**src/b64e_pkg.sv**
```systemverilog
package b64e_pkg;

  // Characters a single input byte can give rise to, at most.
  localparam int unsigned MaxChars = 4;
  localparam int unsigned CntW     = $clog2(MaxChars);

  // Entries of the queue between the front and the back part.
  localparam int unsigned QueueDepth = 2;
  localparam int unsigned QPtrW      = (QueueDepth > 1) ? $clog2(QueueDepth) : 1;
  localparam int unsigned QCntW      = $clog2(QueueDepth + 1);

  // Configuration register indexes.
  localparam int unsigned CfgIdxW  = 1;
  localparam int unsigned CfgDataW = 1;
  localparam logic [CfgIdxW-1:0] CfgUrlAlphabet = 1'b0;
  localparam logic [CfgIdxW-1:0] CfgOmitPadding = 1'b1;

  localparam logic [6:0] PadChar = 7'h3D;

  // Position of the next byte within its three-byte group.
  typedef enum logic [1:0] {
    PosFirst  = 2'd0,
    PosSecond = 2'd1,
    PosThird  = 2'd2
  } grp_pos_e;

  typedef struct packed {
    logic url_alphabet;
    logic omit_padding;
  } cfg_t;

  // One queued unit of work: the characters of one input byte.
  typedef struct packed {
    logic [MaxChars-1:0][6:0] chars;    // chars[0] goes out first
    logic [CntW-1:0]          last_idx; // index of the final character
    logic                     msg_end;  // this byte closed the message
  } job_t;

  // Maps a six-bit value onto its Base64 character.
  function automatic logic [6:0] b64e_sym(input logic [5:0] v, input logic url);
    logic [6:0] c;
    if (v < 6'd26) begin
      c = 7'd65 + {1'b0, v};
    end else if (v < 6'd52) begin
      c = 7'd71 + {1'b0, v};
    end else if (v < 6'd62) begin
      c = {1'b0, v} - 7'd4;
    end else if (v == 6'd62) begin
      c = url ? 7'h2D : 7'h2B;
    end else begin
      c = url ? 7'h5F : 7'h2F;
    end
    return c;
  endfunction

endpackage

```
**src/b64e_front.sv**
```systemverilog
module b64e_front (
  input  logic           clk_i,
  input  logic           rst_ni,
  input  b64e_pkg::cfg_t cfg_i,
  input  logic           in_valid_i,
  input  logic [7:0]     in_byte_i,
  input  logic           in_last_i,
  input  logic           q_full_i,
  output logic           in_ready_o,
  output logic           push_o,
  output b64e_pkg::job_t job_o
);
  import b64e_pkg::*;

  grp_pos_e   pos_q, pos_d;
  logic [3:0] left_q, left_d;
  logic       pad;

  assign in_ready_o = !q_full_i;
  assign push_o     = in_valid_i && !q_full_i;
  assign pad        = !cfg_i.omit_padding;

  always_ff @(posedge clk_i or negedge rst_ni) begin
    if (!rst_ni) begin
      pos_q  <= PosFirst;
      left_q <= 4'd0;
    end else begin
      pos_q  <= pos_d;
      left_q <= left_d;
    end
  end

  always_comb begin
    job_o         = '0;
    job_o.msg_end = in_last_i;
    pos_d         = pos_q;
    left_d        = left_q;
    case (pos_q)
      PosSecond: begin
        job_o.chars[0] = b64e_sym({left_q[1:0], in_byte_i[7:4]}, cfg_i.url_alphabet);
        if (in_last_i) begin
          job_o.chars[1] = b64e_sym({in_byte_i[3:0], 2'b00}, cfg_i.url_alphabet);
          job_o.chars[2] = PadChar;
          job_o.last_idx = pad ? CntW'(2) : CntW'(1);
        end
        pos_d  = PosThird;
        left_d = in_byte_i[3:0];
      end
      PosThird: begin
        job_o.chars[0] = b64e_sym({left_q, in_byte_i[7:6]}, cfg_i.url_alphabet);
        job_o.chars[1] = b64e_sym(in_byte_i[5:0], cfg_i.url_alphabet);
        job_o.last_idx = CntW'(1);
        pos_d  = PosFirst;
        left_d = 4'd0;
      end
      default: begin
        job_o.chars[0] = b64e_sym(in_byte_i[7:2], cfg_i.url_alphabet);
        if (in_last_i) begin
          job_o.chars[1] = b64e_sym({in_byte_i[1:0], 4'b0000}, cfg_i.url_alphabet);
          job_o.chars[2] = PadChar;
          job_o.chars[3] = PadChar;
          job_o.last_idx = pad ? CntW'(3) : CntW'(1);
        end
        pos_d  = PosSecond;
        left_d = {2'b00, in_byte_i[1:0]};
      end
    endcase
    if (in_last_i) begin
      pos_d  = PosFirst;
      left_d = 4'd0;
    end
    if (!push_o) begin
      pos_d  = pos_q;
      left_d = left_q;
    end
  end

endmodule

```
**src/b64e_queue.sv**
```systemverilog
module b64e_queue (
  input  logic           clk_i,
  input  logic           rst_ni,
  input  logic           push_i,
  input  b64e_pkg::job_t job_i,
  input  logic           pop_i,
  output logic           full_o,
  output logic           valid_o,
  output b64e_pkg::job_t head_o
);
  import b64e_pkg::*;

  job_t             mem_q [QueueDepth];
  logic [QPtrW-1:0] wr_q, wr_d, rd_q, rd_d;
  logic [QCntW-1:0] cnt_q, cnt_d;

  assign full_o  = (cnt_q == QCntW'(QueueDepth));
  assign valid_o = (cnt_q != '0);
  assign head_o  = mem_q[rd_q];

  always_comb begin
    wr_d  = wr_q;
    rd_d  = rd_q;
    cnt_d = cnt_q;
    if (push_i) begin
      wr_d = (wr_q == QPtrW'(QueueDepth - 1)) ? '0 : wr_q + QPtrW'(1);
    end
    if (pop_i) begin
      rd_d = (rd_q == QPtrW'(QueueDepth - 1)) ? '0 : rd_q + QPtrW'(1);
    end
    if (push_i && !pop_i) begin
      cnt_d = cnt_q + QCntW'(1);
    end else if (pop_i && !push_i) begin
      cnt_d = cnt_q - QCntW'(1);
    end
  end

  always_ff @(posedge clk_i or negedge rst_ni) begin
    if (!rst_ni) begin
      wr_q  <= '0;
      rd_q  <= '0;
      cnt_q <= '0;
    end else begin
      wr_q  <= wr_d;
      rd_q  <= rd_d;
      cnt_q <= cnt_d;
    end
  end

  always_ff @(posedge clk_i) begin
    if (push_i) begin
      mem_q[wr_q] <= job_i;
    end
  end

endmodule

```
**src/b64e_back.sv**
```systemverilog
module b64e_back (
  input  logic           clk_i,
  input  logic           rst_ni,
  input  logic           q_valid_i,
  input  b64e_pkg::job_t head_i,
  output logic           pop_o,
  output logic           out_valid_o,
  input  logic           out_ready_i,
  output logic [6:0]     out_char_o,
  output logic           out_run_last_o,
  output logic           out_msg_end_o
);
  import b64e_pkg::*;

  logic [CntW-1:0] idx_q, idx_d;
  logic            valid_q, valid_d;
  logic [6:0]      char_q;
  logic            run_last_q, msg_end_q;
  logic            load, at_last;

  assign load    = q_valid_i && (!valid_q || out_ready_i);
  assign at_last = (idx_q == head_i.last_idx);
  assign pop_o   = load && at_last;

  always_comb begin
    idx_d   = idx_q;
    valid_d = valid_q;
    if (load) begin
      valid_d = 1'b1;
      idx_d   = at_last ? '0 : idx_q + CntW'(1);
    end else if (out_ready_i) begin
      valid_d = 1'b0;
    end
  end

  always_ff @(posedge clk_i or negedge rst_ni) begin
    if (!rst_ni) begin
      idx_q   <= '0;
      valid_q <= 1'b0;
    end else begin
      idx_q   <= idx_d;
      valid_q <= valid_d;
    end
  end

  always_ff @(posedge clk_i) begin
    if (load) begin
      char_q     <= head_i.chars[idx_q];
      run_last_q <= at_last;
      msg_end_q  <= at_last && head_i.msg_end;
    end
  end

  assign out_valid_o    = valid_q;
  assign out_char_o     = char_q;
  assign out_run_last_o = run_last_q;
  assign out_msg_end_o  = msg_end_q;

endmodule

```
**src/base64_stream_encoder_top.sv**
```systemverilog
// Streaming Base64 encoder (RFC 4648, standard or URL-safe alphabet). Message
// bytes arrive on the slave stream, one byte per transfer, with tlast set on
// the final byte of a message; Base64 characters leave on the master stream,
// one character per transfer. A full three-byte group gives one, one and two
// characters for its bytes; a byte that ends a message early also gives the
// character holding the leftover bits and, unless padding is switched off,
// the '=' characters up to four. The output tlast marks the final character
// caused by each input byte and tuser marks the final character of the
// message. The input is accepted in every cycle while the two-entry queue
// between the byte front end and the character back end has room, so bytes
// enter back to back; the back end sends one character per cycle from its
// output register unless stalled; a byte yields one or two characters within
// a group (four characters per three bytes sustained) and up to four at the
// end of a message. The first character of a byte appears once loaded into
// the output register. Configuration is written through the plain
// write port (index 0: URL-safe alphabet, index 1: omit padding) and should
// only be changed while the encoder is idle. There is no clearing pass.
module base64_stream_encoder_top (
  input  logic       clk_i,
  input  logic       rst_ni,

  // Configuration write port.
  input  logic       cfg_we_i,
  input  logic       cfg_idx_i,
  input  logic       cfg_data_i,

  // Byte input stream.
  input  logic       s_axis_tvalid,
  output logic       s_axis_tready,
  input  logic [7:0] s_axis_tdata,   // [7:0] in_byte
  input  logic       s_axis_tlast,   // is_last

  // Character output stream.
  output logic       m_axis_tvalid,
  input  logic       m_axis_tready,
  output logic [7:0] m_axis_tdata,   // [6:0] out_char, [7] zero
  output logic       m_axis_tlast,   // run_last
  output logic       m_axis_tuser    // [0] message_end
);
  import b64e_pkg::*;

  cfg_t       cfg_q;
  logic       q_full, q_valid, push, pop;
  job_t       job, head;
  logic [6:0] out_char;

  // Configuration registers; a write simply lands in the addressed register.
  always_ff @(posedge clk_i or negedge rst_ni) begin
    if (!rst_ni) begin
      cfg_q <= '0;
    end else if (cfg_we_i) begin
      case (cfg_idx_i)
        CfgUrlAlphabet: cfg_q.url_alphabet <= cfg_data_i;
        CfgOmitPadding: cfg_q.omit_padding <= cfg_data_i;
        default: ;
      endcase
    end
  end

  // The front end tracks the group position and leftover bits and turns each
  // byte into a job holding all of its characters.
  b64e_front u_front (
    .clk_i      (clk_i),
    .rst_ni     (rst_ni),
    .cfg_i      (cfg_q),
    .in_valid_i (s_axis_tvalid),
    .in_byte_i  (s_axis_tdata),
    .in_last_i  (s_axis_tlast),
    .q_full_i   (q_full),
    .in_ready_o (s_axis_tready),
    .push_o     (push),
    .job_o      (job)
  );

  // The queue lets the front end keep taking bytes while characters of
  // earlier bytes are still being sent.
  b64e_queue u_queue (
    .clk_i   (clk_i),
    .rst_ni  (rst_ni),
    .push_i  (push),
    .job_i   (job),
    .pop_i   (pop),
    .full_o  (q_full),
    .valid_o (q_valid),
    .head_o  (head)
  );

  // The back end walks the head job's characters, one per cycle unless stalled,
  // and releases the job once its final character is in the output register.
  b64e_back u_back (
    .clk_i          (clk_i),
    .rst_ni         (rst_ni),
    .q_valid_i      (q_valid),
    .head_i         (head),
    .pop_o          (pop),
    .out_valid_o    (m_axis_tvalid),
    .out_ready_i    (m_axis_tready),
    .out_char_o     (out_char),
    .out_run_last_o (m_axis_tlast),
    .out_msg_end_o  (m_axis_tuser)
  );

  assign m_axis_tdata = {1'b0, out_char};

endmodule

```
**config.mk**
```make
export PLATFORM = sky130hd
export DESIGN_NAME = base64_stream_encoder_top
export DESIGN_NICKNAME = d
export VERILOG_FILES = /design/src/b64e_pkg.sv /design/src/b64e_front.sv /design/src/b64e_queue.sv /design/src/b64e_back.sv /design/src/base64_stream_encoder_top.sv
export SDC_FILE = /design/constraint.sdc
export NUM_CORES = 1
export LEC_CHECK = 0
export ABC_AREA = 0
export ABC_CLOCK_PERIOD_IN_PS = 2700
export BUFFER_PORTS_ARGS = -buffer_cell sky130_fd_sc_hd__buf_2
export CAP_MARGIN = 0
export CORE_ASPECT_RATIO = 0.7
export CORE_MARGIN = 5
export CORE_UTILIZATION = 62
export DETAILED_ROUTE_END_ITERATION = 12
export PLACE_DENSITY = 0.84
export SLEW_MARGIN = 20
export SYNTH_ARGS = -nofsm -noshare
export SYNTH_HDL_FRONTEND = slang
export SYNTH_SLANG_ARGS = --single-unit
```
**constraint.sdc**
```tcl
create_clock -name clk_i -period 2.7 [get_ports clk_i]
set_input_delay 0.405 -clock clk_i [delete_from_list [all_inputs] [get_ports clk_i]]
set_output_delay 0.405 -clock clk_i [all_outputs]
set_load 0.01 [all_outputs]
```
==> run summary, run 1 <==
Die W - 112 um
Synth area leader - edfxtp_1
largest net degree at the start of global routing - 20
clk_lat worst skew - 0.34 ns
Max Cap Viol - 0
Syn Inst Count - 472
Warnings, synthesis - 0
CTS tree - yes
final wirelength - 12.6 mm
RSZ-0062 raised after global routing - no
maximum vdd ir drop - 557 uV
HP Class - in -> reg
DRT iter0 DRCs - 481
flops & latches, synth - 62
Layout area overhead - 13.1%
Post-Synthesis Cell Area - 4500 um2
CTS clk-pin slew, worst paths - 0.07 ns
Die ar. - 9090 um2
Int Power - 2.89 mW
Cell variety after synth - 60
most common cell in the netlist - edfxtp_1
Peak Freq - 0.389 GHz
Max transition margin - 57.4%
outcome - completed
grt peak-use layer - met1
Sequential Power Share - 36.7%
CP max FO - 7
core outline area - 7190 um2
Initial Util - 62.6%
routability cong. - 1.03
Comb pwr share - 46.4%
Vias - 3998
total gr overflow - 0
Worst Tran Pin Value - 0.633 ns
setup ws final - 0.131 ns
Setup violations, final - 0
sequential element share of the synthesized area - 39.7%
switching power - 1.88 mW
Post-synth top flop - edfxtp_1
Storage cell area - 1790 um2
Min Hold Slack - 0.317 ns
nets@finish - 555
Post-synth EDFFs - 47
met1 Use GR - 41.5%
Routed Antenna Nets - 0
layout cell share with drive strength beyond 1 - 18.3%
Multi-input gate area - 2460 um2
router iterations before antenna repair - 7
DPL Wire Length - 9.46 mm
die height - 81.3 um
initial antenna violation count - 0
Synth top area share - 31.4%
Data arrival, critical path - 2.77 ns
worst clock skew - 0.00912 ns
pre-CTS setup slack - 0.172 ns
CTS max path bufs - 2
Ports - 28
final worst-path cycle share - 95.1%
Worst Path Required - 2.90 ns
ranking of synthesized cells by area - edfxtp_1 31%, dfrtp_1 8.3%, ha_1 7.2%
CTS buffer count - 9
CP Capture Type - register
pwr/cell area - 938 nW/um2
GR Layer Usage met2 - 40.6%
Residual DRC - 0
grt met3 use - 9.08%
vias per cell - 6.48
Setup CP Type - reg -> reg
asr flop ratio synth - 24.2%
global-route wire length before repair - 19.9 mm
Setup TNS - 0 ns
Net Count, Synth - 514
All-Layer GR Usage - 28.5%
vias in the first global route - 3681
Max Slew Vio Count - 0
Clk pwr share - 16.9%
sw frac - 39.4%
WL per Instance - 20.4 um
CP startpoint kind - register
# fillers - 544
commonest cells in the synthesized netlist - 47 x edfxtp_1, 39 x nand2_1, 33 x o21ai_0
Pleak - 2.02 nW
CTS sink count - 62
port buffer count - 26
FP Rows - 26
H-Tree Depth - 3
root buffer cell - clkbuf_8
syn_area_per_cell - 9.53 um2
Final Hold Fails - 0
Final min period - 2.57 ns
[sequential cells by signal (all words and copies together) (netlist names)]
signal                 cells
u_back.out_msg_end_o       1
u_queue.wr_q               1
u_back.out_char_o          7
u_front.pos_q              2
u_back.out_valid_o         1
u_queue.mem_q             38
u_front.left_q             4
u_back.out_run_last_o      1
cfg_q                      2
u_queue.cnt_q              2
u_back.idx_q               2
u_queue.rd_q               1
[logic make-up (layout without fill, tap and decap cells)]
| group | Yosys count | after routing | synth area share (%) |
|---|---|---|---|
| muxes | 16 | 16 | 5.87 |
| buffers and inverters | 60 | 106 | 5.51 |
| AOI/OAI and AO/OA | 133 | 133 | 19.3 |
| and+or+nand+nor | 144 | 144 | 16.5 |
| other | 1 | 2 | 0.0834 |
| adders and majority gates | 26 | 26 | 7.23 |
| xor gates and xnor gates | 30 | 30 | 5.84 |
| DFF | 62 | 62 | 39.7 |
[critical path: stages, from the launching register on]
cell and delay, ns:
dfrtp_1 0.49, nand3_1 0.33, or4_4 0.57, nor2b_4 0.15, a2111o_1 0.34, a32oi_1 0.34
buf_4 0.20
[power by group through the flow]
stage | registers (mW) | clock network, mW | logic, mW
2_1_floorplan | 1.72 | 0 | 1.47
3_3_place_gp | 1.74 | 0 | 2.10
3_5_place_dp | 1.76 | 0 | 2.15
4_1_cts | 1.74 | 0.815 | 2.18
5_1_grt | 1.78 | 0.860 | 2.39
6_report | 1.75 | 0.805 | 2.22
[routing by layer]
metal / vias up / routed length [um]
met5: - / 0
met4: 0 / 283
met3: 32 / 1740
met2: 281 / 5290
met1: 1860 / 5270
li1: 1825 / -
[cell type report]
type | count | share of cell area [%]
sequential | 62 | 35.1
clock buffer | 9 | 2.44
inverter | 28 | 2.16
antenna | 1 | 0.0492
tap | 98 | 2.41
multi-input combinational | 350 | 48.4
timing repair buffer | 62 | 7.92
clock inverter | 7 | 1.45
[what timing repair did]
action	CTS	global route
buffers inserted	0	0
hold buffers	1	0
gates resized for setup	0	0
hold endpoints to repair	15	0
[worst paths after layout]
path                                         start                  end  slack [ns]  depth (start not counted)
min in group asynchronous                   rst_ni         u_queue.wr_q        0.51                          2
worst min register to register  u_back.out_valid_o   u_back.out_valid_o        0.50                          2
worst max register to register   u_front.left_q[0]  u_queue.mem_q[0][8]        0.13                          6
worst max-delay path             u_front.left_q[0]  u_queue.mem_q[0][8]        0.13                          6
max in group asynchronous                   rst_ni    u_front.left_q[1]        1.92                          2
worst min-delay path                    cfg_data_i             cfg_q[1]        0.32                          2
[layout by cell type, fill, tap and decap left out, types with 6 or more instances in the layout]
master    netlist  routed
a21o_1          6       6
nor2b_1        10      10
xor2_1          7       7
a31oi_1         9       9
xnor2_1        23      23
o21ai_0        33      33
inv_1          27      27
nand2b_1       13      13
nand3_1        20      20
nand2_1        39      39
a21oi_1        31      31
clkbuf_8        0       9
o22ai_1         6       6
buf_2           2      26
dfrtp_1        15      15
ha_1           26      26
edfxtp_1       47      47
mux4_2          8       8
a211oi_1        6       6
nor2_1         21      21
buf_4           2      35
nor3_1         14      14
[metrics by stage]
step / power (mW) / cells / util [%] / area (um2)
finish: 4.77 / 617 / 70.7 / 5090
global route: 5.03 / 616 / 70.7 / 5080
floorplan: 3.19 / 472 / - / 4500
CTS: 4.74 / 616 / 70.7 / 5080
global placement: 3.83 / 599 / 67.8 / 4880
detailed placement: 3.91 / 599 / 67.8 / 4880
(Power assumes the default switching activity.)
==> run 2: changes to the inputs <==
--- a/config.mk
+++ b/config.mk
@@ -14,6 +14,7 @@
 export CORE_UTILIZATION = 62
 export DETAILED_ROUTE_END_ITERATION = 12
 export PLACE_DENSITY = 0.84
+export REMOVE_ABC_BUFFERS = 1
 export SLEW_MARGIN = 20
 export SYNTH_ARGS = -nofsm -noshare
 export SYNTH_HDL_FRONTEND = slang
==> run 2 against run 1 <==
  * Combinational power about the same
  * Global-route usage increased by 0.68 points
  * First-iteration DRC count decreased by 12%
  * Count of clock-buffer cells in the layout increased by 2
  * Sequential power about the same
  * Critical endpoint unchanged
==> run summary, run 2 (synthesis gave the netlist of run 1 again) <==
outcome - completed
Post-CTS Setup Bufs - 0
Final Hold Fails - 0
CP cell instances - inv_1 -> ha_1 -> and3b_1 -> nand3_1 -> o221ai_1 -> o21a_1 -> a32oi_1 -> buf_4
cell count after placement - 601
vias in the first global route - 3866
final worst-path cycle share - 93.5%
CP Capture Type - register
worst clock skew - 0.00878 ns
sw frac - 40.4%
H-Tree Depth - 3
Max Slew Vio Count - 0
Peak Freq - 0.396 GHz
CTS clk-pin slew, worst paths - 0.07 ns
overall power - 4.69 mW
core outline area - 7190 um2
Sequential Power Share - 38.0%
Vias - 4038
port buffer count - 26
Clk pwr share - 15.0%
router iterations before antenna repair - 5
global-route wire length before repair - 20.4 mm
CTS sink count - 62
WL per Instance - 20.6 um
pwr/cell area - 925 nW/um2
CP max-delay cell - dfrtp_1
Comb pwr share - 47.0%
FP Rows - 26
final wirelength - 12.7 mm
root buffer cell - clkbuf_8
Final Non-Filler Cells - 618
Setup CP Type - reg -> reg
vias per cell - 6.53
commonest non-fill, non-tap cell in the layout - edfxtp_1
Biggest register - u_queue.mem_q
Worst Tran Pin Value - 0.783 ns
Worst Path Required - 2.80 ns
DRT iter0 DRCs - 421
Int Power - 2.80 mW
HP Class - in -> reg
Die ar. - 9090 um2
Pleak - 2.01 nW
total gr overflow - 0
Initial Util - 62.6%
DPL Wire Length - 9.72 mm
Data arrival, critical path - 2.62 ns
Ports - 28
Routed Antenna Nets - 0
Final min period - 2.53 ns
# diodes - 0
Max transition margin - 47.8%
Residual DRC - 0
layout cell share with drive strength beyond 1 - 18.3%
nets@finish - 557
Setup TNS - 0 ns
routability cong. - 1.01
CTS max path bufs - 2
switching power - 1.89 mW
Die W - 112 um
# fillers - 544
Max Cap Viol - 0
CTS buffer count - 9
CP startpoint kind - register
Largest register FFs - 38
CP max stage delay - 0.53 ns
CP max FO - 8
CTS tree - yes
pre-CTS setup slack - 0.173 ns
die height - 81.3 um
initial antenna violation count - 0
Min Hold Slack - 0.331 ns
clk_lat worst skew - 0.34 ns
RSZ-0062 raised after global routing - no
most frequent cells in the layout - 47 x edfxtp_1, 39 x nand2_1, 37 x buf_4
setup ws final - 0.174 ns
All-Layer GR Usage - 29.1%
Setup violations, final - 0
largest net degree at the start of global routing - 20
Layout area overhead - 12.7%
maximum vdd ir drop - 550 uV
run 2: changes by cell type in the layout (fill, tap and decap cells not counted), sizes merged:
cell / change
buf: +2
inv: -1
clkinv: +1
clkbuf: +2
bufinv: -1
clkinvlp: -1
diode: -1
run 2: power by group through the flow:
stage / combinational (mW) / sequential, mW / clock (mW)
CTS: 2.16 / 1.78 / 0.711
floorplan: 1.31 / 1.80 / 0
global route: 2.37 / 1.82 / 0.759
finish: 2.20 / 1.78 / 0.704
detailed placement: 2.15 / 1.80 / 0
global placement: 2.07 / 1.77 / 0
run 2: through the flow:
stage | util [%] | area (um2)
after floorplan | - | 4360
after global routing | 70.5 | 5070
after CTS | 70.5 | 5070
after detailed placement | 68.0 | 4890
after global placement | 68.0 | 4890
final | 70.5 | 5070
run 2: area by class of cell:
cell class	count	area, um2	area share, %
clock inverter	5	36.3	0.716
tap	98	123	2.42
clock buffer	11	131	2.59
multi-input combinational	350	2460	48.6
inverter	28	110	2.17
timing repair buffer	64	418	8.24
sequential	62	1790	35.3
run 2: metal layers:
layer,vias up,share of wire (%),global-route usage (%)
li1,1839,-,-
met1,1926,44,40.9
met2,253,44,45.0
met3,20,11,8.56
met4,0,1.4,6.68
met5,-,0,0
run 2: final timing paths:
path / from / endpoint / slack, ns / cells after the start
max: u_front.left_q[0] / u_queue.mem_q[0][8] / 0.17 / 8
min: cfg_data_i / cfg_q[0] / 0.33 / 2
max reg2reg: u_front.left_q[0] / u_queue.mem_q[0][8] / 0.17 / 8
min reg2reg: u_queue.wr_q / u_queue.wr_q / 0.51 / 1
max in group asynchronous: rst_ni / u_front.left_q[1] / 1.96 / 2
min in group asynchronous: rst_ni / u_queue.cnt_q[1] / 0.48 / 2
run 2: timing repair:
action	in CTS	in global routing
gates resized for setup	0	0
hold buffers	1	0
endpoints found under the hold margin	15	0
run 2: critical path, delay by kind of cell, from the launching register on:
family	cells	cell delay (ns)
buffers and inverters	2	0.34
AOI/OAI and AO/OA	3	0.54
DFF	1	0.53
adders and majority gates	1	0.29
and+or+nand+nor	2	0.59
